===== src/wsp_pkg.sv =====
`timescale 1ns / 1ps

package wsp_pkg;

	// drive clamp, symmetric about zero
	localparam int unsigned MAX_DRIVE = 10000;

	localparam int unsigned NUM_CFG_REGS = 8;
	localparam int unsigned CFG_IDX_W    = $clog2(NUM_CFG_REGS);
	localparam int unsigned CFG_DATA_W   = 16;

	typedef enum logic [CFG_IDX_W-1:0] {
		CFG_PROP_GAIN         = 3'd0,
		CFG_INTEG_GAIN        = 3'd1,
		CFG_DRIVE_STEP_LIMIT  = 3'd2,
		CFG_OVERSHOOT_MARGIN  = 3'd3,
		CFG_OVERSPEED_DECAY   = 3'd4,
		CFG_STALL_DRIVE_LIMIT = 3'd5,
		CFG_STALL_TRIP_LEVEL  = 3'd6,
		CFG_COOLDOWN_TICKS    = 3'd7
	} cfg_idx_t;

	typedef enum logic [2:0] {
		MODE_REGULATE   = 3'd0,
		MODE_IDLE       = 3'd1,
		MODE_COOLDOWN   = 3'd2,
		MODE_OVERSPEED  = 3'd3,
		MODE_STALL_TRIP = 3'd4
	} mode_t;

	typedef struct packed {
		logic [15:0] prop_gain;
		logic [15:0] integ_gain;
		logic [13:0] drive_step_limit;
		logic [10:0] overshoot_margin;
		logic [13:0] overspeed_decay;
		logic [13:0] stall_drive_limit;
		logic [15:0] stall_trip_level;
		logic [15:0] cooldown_ticks;
	} cfg_t;

	typedef struct packed {
		logic signed [14:0] last_drive;
		logic signed [12:0] previous_error;
		logic [15:0]        stall_cnt;
		logic [15:0]        cooldown_left;
	} state_t;

	localparam cfg_t CFG_RESET = '{
		prop_gain:         16'd256,
		integ_gain:        16'd32,
		drive_step_limit:  14'd500,
		overshoot_margin:  11'd20,
		overspeed_decay:   14'd200,
		stall_drive_limit: 14'd3000,
		stall_trip_level:  16'd50,
		cooldown_ticks:    16'd100
	};

	localparam state_t STATE_RESET = '0;

endpackage


===== src/wsp_step.sv =====
`timescale 1ns / 1ps

// one control tick: next state and result from the current state and one sample
module wsp_step (
	input  logic signed [11:0] target_speed,
	input  logic signed [11:0] measured_speed,
	input  wsp_pkg::cfg_t      cfg,
	input  wsp_pkg::state_t    state,
	output wsp_pkg::state_t    state_next,
	output logic signed [14:0] drive,
	output wsp_pkg::mode_t     mode
);
	import wsp_pkg::*;

	localparam logic signed [24:0] MAX_W = 25'(MAX_DRIVE);

	logic signed [12:0] err;
	logic signed [13:0] err_diff;
	logic signed [31:0] p_term;
	logic signed [31:0] i_term;
	logic signed [31:0] pi_sum;
	logic signed [23:0] delta;
	logic signed [24:0] want;
	logic signed [15:0] clamped;
	logic signed [16:0] change;
	logic signed [16:0] step;
	logic signed [16:0] reg_drive;
	logic signed [14:0] new_drive;
	logic        [15:0] drive_mag;
	logic               near_standstill;
	logic        [15:0] stall_inc;
	logic signed [13:0] tgt_w;
	logic signed [13:0] meas_w;
	logic signed [13:0] margin_w;
	logic               fast;
	logic signed [15:0] ld_w;
	logic signed [15:0] decay_w;
	logic signed [15:0] decayed;

	// pi arithmetic
	always_comb begin
		err      = 13'(target_speed) - 13'(measured_speed);
		err_diff = 14'(err) - 14'(state.previous_error);
		p_term   = 32'($signed({1'b0, cfg.prop_gain})) * 32'(err_diff);
		i_term   = 32'($signed({1'b0, cfg.integ_gain})) * 32'(err);
		pi_sum   = p_term + i_term;
		// arithmetic shift floors, so nudge negative values with a remainder back toward zero
		delta    = 24'(pi_sum >>> 8);
		if (pi_sum[31] && (pi_sum[7:0] != 8'd0)) begin
			delta = delta + 24'sd1;
		end
		want = 25'(state.last_drive) + 25'(delta);
		if (want > MAX_W) begin
			clamped = 16'(MAX_W);
		end else if (want < -MAX_W) begin
			clamped = 16'(-MAX_W);
		end else begin
			clamped = want[15:0];
		end
		change = 17'(clamped) - 17'(state.last_drive);
		step   = $signed({3'b000, cfg.drive_step_limit});
		if (change > step) begin
			change = step;
		end else if (change < -step) begin
			change = -step;
		end
		reg_drive = 17'(state.last_drive) + change;
		new_drive = reg_drive[14:0];
		drive_mag = new_drive[14] ? 16'(-17'(new_drive)) : 16'(new_drive);
	end

	// overspeed test and decay
	always_comb begin
		tgt_w    = 14'(target_speed);
		meas_w   = 14'(measured_speed);
		margin_w = $signed({3'b000, cfg.overshoot_margin});
		if (target_speed > 12'sd0) begin
			fast = meas_w > (tgt_w + margin_w);
		end else begin
			fast = meas_w < (tgt_w - margin_w);
		end
		ld_w    = 16'(state.last_drive);
		decay_w = $signed({2'b00, cfg.overspeed_decay});
		if (ld_w > decay_w) begin
			decayed = ld_w - decay_w;
		end else if (ld_w < -decay_w) begin
			decayed = ld_w + decay_w;
		end else begin
			decayed = '0;
		end
	end

	always_comb begin
		near_standstill = (measured_speed >= -12'sd1) && (measured_speed <= 12'sd1);
		stall_inc = (state.stall_cnt == 16'hFFFF) ? state.stall_cnt
		                                          : state.stall_cnt + 16'd1;
	end

	// step priority: cooldown, zero target, overspeed, regulation
	always_comb begin
		state_next = state;
		mode       = MODE_REGULATE;
		if (state.cooldown_left != 16'd0) begin
			state_next.cooldown_left  = state.cooldown_left - 16'd1;
			state_next.stall_cnt      = '0;
			state_next.previous_error = '0;
			state_next.last_drive     = '0;
			mode                      = MODE_COOLDOWN;
		end else if (target_speed == 12'sd0) begin
			state_next.stall_cnt      = '0;
			state_next.previous_error = '0;
			state_next.last_drive     = '0;
			mode                      = MODE_IDLE;
		end else if (fast) begin
			state_next.stall_cnt  = '0;
			state_next.last_drive = decayed[14:0];
			mode                  = MODE_OVERSPEED;
		end else begin
			state_next.previous_error = err;
			state_next.last_drive     = new_drive;
			state_next.stall_cnt      = '0;
			if (near_standstill && (drive_mag > {2'b00, cfg.stall_drive_limit})) begin
				state_next.stall_cnt = stall_inc;
				if (stall_inc > cfg.stall_trip_level) begin
					state_next.cooldown_left  = cfg.cooldown_ticks;
					state_next.stall_cnt      = '0;
					state_next.previous_error = '0;
					state_next.last_drive     = '0;
					mode                      = MODE_STALL_TRIP;
				end
			end
		end
		drive = state_next.last_drive;
	end

endmodule


===== src/wheel_speed_pi_with_stall_guard.sv =====
`timescale 1ns / 1ps

// Wheel speed PI controller with overspeed decay and stall guard. Each input
// transaction is one control tick (target and measured speed) and produces
// exactly one output transaction (signed drive and a mode code). A tick is
// captured in an input register, worked out in combinational logic (two
// parallel gain multipliers followed by clamp and rate limit), and written
// to the output register together with the controller state, so the result
// is valid once its tick is in the output register, and a new tick can be
// accepted every cycle while the output side keeps up. When the output
// register is full and not being taken, one further tick waits in the input
// register; in_ready drops only when both are full. Configuration writes take
// effect on the edge where cfg_wr_en is high and should only be issued while
// no tick is in flight. Reset restores all gains and limits to their defaults
// and clears the drive, error memory, stall count and cooldown.
module wheel_speed_pi_with_stall_guard (
	input  logic                                   clk,
	input  logic                                   arst_n,

	// configuration write port
	input  logic                                   cfg_wr_en,
	input  logic [wsp_pkg::CFG_IDX_W-1:0]          cfg_index,
	input  logic [wsp_pkg::CFG_DATA_W-1:0]         cfg_data,

	// tick input
	input  logic                                   in_valid,
	output logic                                   in_ready,
	input  logic signed [11:0]                     target_speed,
	input  logic signed [11:0]                     measured_speed,

	// result output
	output logic                                   out_valid,
	input  logic                                   out_ready,
	output logic signed [14:0]                     drive,
	output logic [2:0]                             mode
);
	import wsp_pkg::*;

	cfg_t   cfg_q;
	state_t state_q;
	state_t state_next;

	// input register stage
	logic               valid_s1;
	logic signed [11:0] target_s1;
	logic signed [11:0] measured_s1;

	// output register
	logic               out_valid_q;
	logic signed [14:0] drive_q;
	mode_t              mode_q;

	logic signed [14:0] step_drive;
	mode_t              step_mode;
	logic               advance;

	// a tick moves on when the output register is free or being emptied
	assign advance  = valid_s1 && (!out_valid_q || out_ready);
	assign in_ready = !valid_s1 || advance;

	// configuration registers, masked to their own widths
	always_ff @(posedge clk or negedge arst_n) begin
		if (!arst_n) begin
			cfg_q <= CFG_RESET;
		end else if (cfg_wr_en) begin
			case (cfg_idx_t'(cfg_index))
				CFG_PROP_GAIN:         cfg_q.prop_gain         <= cfg_data[15:0];
				CFG_INTEG_GAIN:        cfg_q.integ_gain        <= cfg_data[15:0];
				CFG_DRIVE_STEP_LIMIT:  cfg_q.drive_step_limit  <= cfg_data[13:0];
				CFG_OVERSHOOT_MARGIN:  cfg_q.overshoot_margin  <= cfg_data[10:0];
				CFG_OVERSPEED_DECAY:   cfg_q.overspeed_decay   <= cfg_data[13:0];
				CFG_STALL_DRIVE_LIMIT: cfg_q.stall_drive_limit <= cfg_data[13:0];
				CFG_STALL_TRIP_LEVEL:  cfg_q.stall_trip_level  <= cfg_data[15:0];
				CFG_COOLDOWN_TICKS:    cfg_q.cooldown_ticks    <= cfg_data[15:0];
				default:               cfg_q                   <= cfg_q;
			endcase
		end
	end

	// input stage control
	always_ff @(posedge clk or negedge arst_n) begin
		if (!arst_n) begin
			valid_s1 <= 1'b0;
		end else if (in_ready) begin
			valid_s1 <= in_valid;
		end
	end

	// input stage payload
	always_ff @(posedge clk) begin
		if (in_valid && in_ready) begin
			target_s1   <= target_speed;
			measured_s1 <= measured_speed;
		end
	end

	// per-tick arithmetic and decision
	wsp_step u_step (
		.target_speed   (target_s1),
		.measured_speed (measured_s1),
		.cfg            (cfg_q),
		.state          (state_q),
		.state_next     (state_next),
		.drive          (step_drive),
		.mode           (step_mode)
	);

	// controller state only moves when a tick is handed to the output register
	always_ff @(posedge clk or negedge arst_n) begin
		if (!arst_n) begin
			state_q <= STATE_RESET;
		end else if (advance) begin
			state_q <= state_next;
		end
	end

	// output register control
	always_ff @(posedge clk or negedge arst_n) begin
		if (!arst_n) begin
			out_valid_q <= 1'b0;
		end else if (advance) begin
			out_valid_q <= 1'b1;
		end else if (out_ready) begin
			out_valid_q <= 1'b0;
		end
	end

	// output register payload
	always_ff @(posedge clk) begin
		if (advance) begin
			drive_q <= step_drive;
			mode_q  <= step_mode;
		end
	end

	assign out_valid = out_valid_q;
	assign drive     = drive_q;
	assign mode      = 3'(mode_q);

endmodule

===== config.mk =====
export PLATFORM = sky130hd
export DESIGN_NAME = wheel_speed_pi_with_stall_guard
export DESIGN_NICKNAME = d
export VERILOG_FILES = /design/src/wsp_pkg.sv /design/src/wsp_step.sv /design/src/wheel_speed_pi_with_stall_guard.sv
export SDC_FILE = /design/constraint.sdc
export NUM_CORES = 2
export LEC_CHECK = 0
export BUFFER_PORTS_ARGS = -buffer_cell sky130_fd_sc_hd__buf_2
export CORE_MARGIN = 2
export CORE_UTILIZATION = 50
export CTS_CLUSTER_SIZE = 10
export DETAILED_ROUTE_END_ITERATION = 8
export PLACE_DENSITY = 0.66
export REMOVE_ABC_BUFFERS = 1
export SYNTH_ARGS = -nofsm -noshare
export SYNTH_HDL_FRONTEND = slang
export SYNTH_SLANG_ARGS = --single-unit

===== constraint.sdc =====
create_clock -name clk -period 65.2 [get_ports clk]
set_clock_uncertainty 0.15 [all_clocks]
set_input_delay 6.52 -clock clk [delete_from_list [all_inputs] [get_ports clk]]
set_output_delay 6.52 -clock clk [all_outputs]
set_load 0.01 [all_outputs]

---- Yosys cells after proc, flatten, opt, wreduce, memory -nomap -nowiden ----
Cells that the tools add are included.
storage, ports and cells
  bits in registers ....................... 221
  input bits .............................. 48
  output and inout port bits .............. 20
  word-level logic and storage cells ...... 114
cells by class
  add/subtract/negate cells ............... 16
  multiply operators ...................... 2
  magnitude comparators ................... 13
  equal/unequal tests ..................... 11
  multiplexer cells ....................... 25
  bitwise logic cells ..................... 1
  reduce and logical (&&, ||, !) cells .... 27
operators by type and width
  cell                   number
  $mux 60                3
  $mux 16                7
  $mux 15                5
  $mux 44                1
  $add 32x32->32         1
  $mul 17x14->31         1
  $add 15x15->15         2
  $mul 17x13->30         1
  $sub 12x12->13         2
  $add 15x24->25         1
  $gt 25x15->1 const B   1
  $lt 25x15->1 const B   1
  $add 24x2->24 const B  1
  $mux 24                1
  $reduce_and 2->1       9
  $gt 17x15->1           1
  $lt 17x17->1           1
  $neg 14->17            1
  $sub 16x15->17         1
  $add 16x1->16 const B  1
  $eq 16x16->1 const B   1
  $gt 16x14->1           1
  $gt 16x16->1           1
  $lt 15x16->1           1
  33 further kinds       49

---- Logic depth before layout (Yosys ltp) ----
  depth in word-level cells ............... 24
  mapped depth ............................ 115
  mapped depth without buffers ............ 108

---- Hierarchy ----
A second synthesis with hierarchy kept.
unflattened totals
  cell total of the unflattened synthesis .. 3829
  area, all modules ....................... 34892.2 µm²
modules (own cells, without submodules)
  module                           instances  cells each  area an instance (µm²)  seq. area each (µm²)
  wsp_step                         1          3398        26862.0                 0.0
  wheel_speed_pi_with_stall_guard  1          431         8030.2                  5773.0

---- Least setup slack after synthesis ----
OpenSTA, ideal clock, no wires.
  path kind ............................... reg-to-reg
  from .................................... register target_s1[0]
  to ...................................... register state_q[43] (netlist bit)
  setup time .............................. 0.068 ns
  arrival time ............................ 22.522 ns
  required time ........................... 64.982 ns
  slack ................................... 42.460 ns
  cell stages (with the launch flop) ...... 106
  path buffers ............................ 6
  period minus slack after synthesis ...... 22.740 ns
  cells stage by stage .................... edfxtp_1 inv_1 ha_1 fa_1 nor2b_1 o21ai_0 a21boi_0 o21ai_0 a21boi_0 o21a_1 o21a_1 o21a_1 o21ai_0 o31a_1 clkbuf_1 clkbuf_1 ha_1 or3_1 (+70 left out) a31o_2 xnor2_1 xnor2_4 mux2_2 ha_1 nor2b_1 o21a_1 o21a_1 o21ai_0 nand2b_1 a21oi_1 o211ai_1 a32oi_1 a211oi_2 buf_6 nor2_1 buf_2 a32o_1
on the way
  word-level cells in the longest chain between the ends .. 24
  elaborated cells on any way between the ends .. 38
  those cells by class .................... add/sub: 10; mul: 2; order compare: 8; eq/ne: 1; mux: 12; reduce/logical: 5
ends and longest elaborated chain
  item                                                                     RTL line                                text
  start: declaration                                                       wheel_speed_pi_with_stall_guard.sv:45   logic signed [11:0] target_s1;
  start signal: assignment                                                 wheel_speed_pi_with_stall_guard.sv:92   target_s1 <= target_speed;
  parallel branches: the longest is 24 deep, another holds $add 32x32->32  --
  end signal: assignment                                                   wheel_speed_pi_with_stall_guard.sv:113  state_q <= state_next;
  end: declaration                                                         wheel_speed_pi_with_stall_guard.sv:40   state_t state_q;
Several ways; the timed one is not identified. The select of a mux whose other input is x is not followed.
A chain may end at the register's enable or synchronous reset.

---- Worst setup path after layout ----
  from .................................... register target_s1[1]
  to ...................................... register state_q[38] (netlist bit)
The elaborated chain is that of the path after synthesis.

==> impl_metrics.env <==
export IMPL_fin_nets=4992
export IMPL_final_hold_violation_count=0
export IMPL_start_kind="flip-flop"
export IMPL_hold_class="flip-flop to flip-flop"
export IMPL_dp_hpwl_mm=76.01
export IMPL_seq_area_um2=5773
export IMPL_synth_most_common_cell="inv_1"
export IMPL_synth_top_area_share_pct=18.48
export IMPL_ys_seq_area_share_pct=16.15
export IMPL_ys_seq_elements=221
export IMPL_postCtsHoldBufs=0
export IMPL_drtAntennaViolNets=0
export IMPL_routed_via_density=5.768
export IMPL_h_tree_depth=1
export IMPL_critPathKind="flip-flop to flip-flop"
export IMPL_worstSetupStartpoint="target_s1[1]"
export IMPL_netlist_area_um2=35750
export IMPL_cts_sinks=221
export IMPL_rsz0062_at_grt="no"
export IMPL_grt_total_usage_pct=26.65
export IMPL_worstSetupEndpointType="flip-flop"
export IMPL_finalNonFillerCells=5102
export IMPL_drc=0
export IMPL_yosys_top_cells_count="568 x inv_1, 484 x ha_1, 442 x nand2_1"
export IMPL_synth_edf_count=42
export IMPL_maxSlewHeadroom_pct=32.18
export IMPL_fmax_mhz=37.79
export IMPL_fp_row_count=98
export IMPL_cp_slowest_cell="fa_1"
export IMPL_synthDistinctLibCells=100
export IMPL_grt_start_max_net_pins=80
export IMPL_fin_area_um2=37940
export IMPL_grt_pass1_wl_mm=157.7
export IMPL_r2r_start="target_s1[1]"
export IMPL_async_flop_share_pct=81.00
export IMPL_synthCells=4121
export IMPL_wl_per_cell_um=19.29
export IMPL_vias=29430
export IMPL_root_buffer="clkbuf_16"
export IMPL_chipWidth_um=271.4
export IMPL_tritoncts="yes"
export IMPL_initial_core_util_pct=50.27
export IMPL_antenna_found_initial=3
export IMPL_drv_cap=0
export IMPL_cp_common_cell="o21ai_0"
export IMPL_fill_cells=6656
export IMPL_wirelength_mm=98.40
export IMPL_run_status="complete, no violations"
export IMPL_tightest_slew_ns=1.013
export IMPL_yosysWarnings=0
export IMPL_cts_buffer_depth=3
export IMPL_syn_avg_cell_area_um2=8.675
export IMPL_hp_start="cfg_q[8]"
export IMPL_synth_area_leaders="fa_1 18%, ha_1 17%, dfrtp_1 11%"
export IMPL_arrival_ns=26.81
export IMPL_worst_path_largest_cell_delay_ns=0.82
export IMPL_drt_pass1_iter_count=6
export IMPL_die_area_um2=73650
export IMPL_report_final_slew_viol_count=0
export IMPL_grt_pass1_vias=29050
export IMPL_synth_main_ff_cell="dfrtp_1"
export IMPL_period_minus_slack_ns=26.46
export IMPL_yosys_area_top_type="fa_1"
export IMPL_die_h_um=271.4
export IMPL_clkLatencyLatePin_ns=0.61
export IMPL_dpl_cell_area_um2=37080
export IMPL_finalCritPeriodShare_pct=40.59
export IMPL_whs_ns=0.3218
export IMPL_post_cts_resized=0
export IMPL_finalSetupTns_ns=0
export IMPL_grt_overflow=0
export IMPL_port_buffers=67
export IMPL_cts_buffers=28
export IMPL_drive_above_1_share_pct=8.119
export IMPL_routabilityCongestion=0.9259
export IMPL_finalSetupViolCount=0
export IMPL_area_growth_pct=6.132
export IMPL_multi_input_area_um2=27370
export IMPL_dp_cells=5050
export IMPL_required_ns=65.54
export IMPL_clk_pin_slew_ns=0.06
export IMPL_cts_setup_buffers=0
export IMPL_fp_coreArea_um2=71120
export IMPL_drtIter0Drc=1835
export IMPL_io_pins=68
export IMPL_path_max_fanout=27
[area by class of cell]
class                   instances  share of cell area [%]
clock buffers                  45                   2.120
repair buffers                103                   1.619
diodes                          1                0.006595
well taps                     950                   3.133
clock inverters                 6                  0.1517
inverters                     569                   5.629
flip-flops and latches        221                   15.22
multi-input cells            3207                   72.12
[stage by stage]
step	util [%]	setup slack, ns
6_report	53.35	38.74
5_1_grt	53.35	36.76
4_1_cts	53.35	38.95
3_5_place_dp	52.13	39.10
3_3_place_gp	52.13	39.60
2_1_floorplan	-	41.93
[critical path, delay by kind of cell (launching register included)]
kind	cells	cell delay (ns)
AOI/OAI and AO/OA	47	11.40
adders and majority gates	17	7.38
and+or+nand+nor	21	3.93
xor gates and xnor gates	5	1.20
buffers and inverters	5	1.00
muxes	2	0.81
DFF	1	0.51
[cells in the final DEF (no fill, tap or decap), drive strengths merged, types with 21 or more instances in the layout]
cell type  Yosys  routed
a211oi        34      34
a21o          58      58
a21oi        202     202
a31oi         31      31
and2         123     123
and3          24      24
buf           12     102
clkbuf       112      46
dfrtp        153     153
dfstp         26      26
edfxtp        42      42
fa           330     330
ha           484     484
inv          569     569
mux2          92      92
nand2        442     442
nand2b        55      55
nand3         71      71
nand4         33      33
nor2         219     219
nor2b         95      95
nor3          69      69
nor4          26      26
o21a          40      40
o21ai        192     192
o21bai        25      25
o31ai         21      21
or2           31      31
xnor2        166     166
xor2          52      52
[cell families after synthesis]
kind of cell | Yosys count | share of synthesized area (%)
compound gates | 803 | 14.88
xor+xnor | 218 | 5.393
fa+ha+maj | 814 | 35.42
buf+inv | 693 | 7.367
flops | 221 | 16.15
mux | 108 | 3.346
simple gates | 1264 | 17.45
[registers in the layout (all words and copies together) (netlist names)]
name and count:
valid_s1 1, measured_s1 12, state_q 60, target_s1 12, drive 15, mode 3
out_valid 1, cfg_q 117
[routing by layer]
layer  up-vias  GRT usage [%]  wire, um
li1      14010              -         -
met1     14400          37.19     44160
met2       897          44.13     45810
met3       123          2.609      5871
met4         0          7.461      2552
met5         -              0         0
[path summary, 6_finish.rpt]
path | endpoint | cells after the start | slack (ns)
max in group asynchronous | cfg_q[103] | 3 | 57.23
max | state_q[38] | 97 | 38.74
min reg2reg | state_q[8] | 1 | 0.32
min in group asynchronous | cfg_q[26] | 1 | 5.77
max reg2reg | state_q[38] | 97 | 38.74
min | state_q[8] | 1 | 0.32
Power is left out: the tool's default activity adds up to more than one toggle a clock period on the data nets, which glitch-free logic cannot reach.
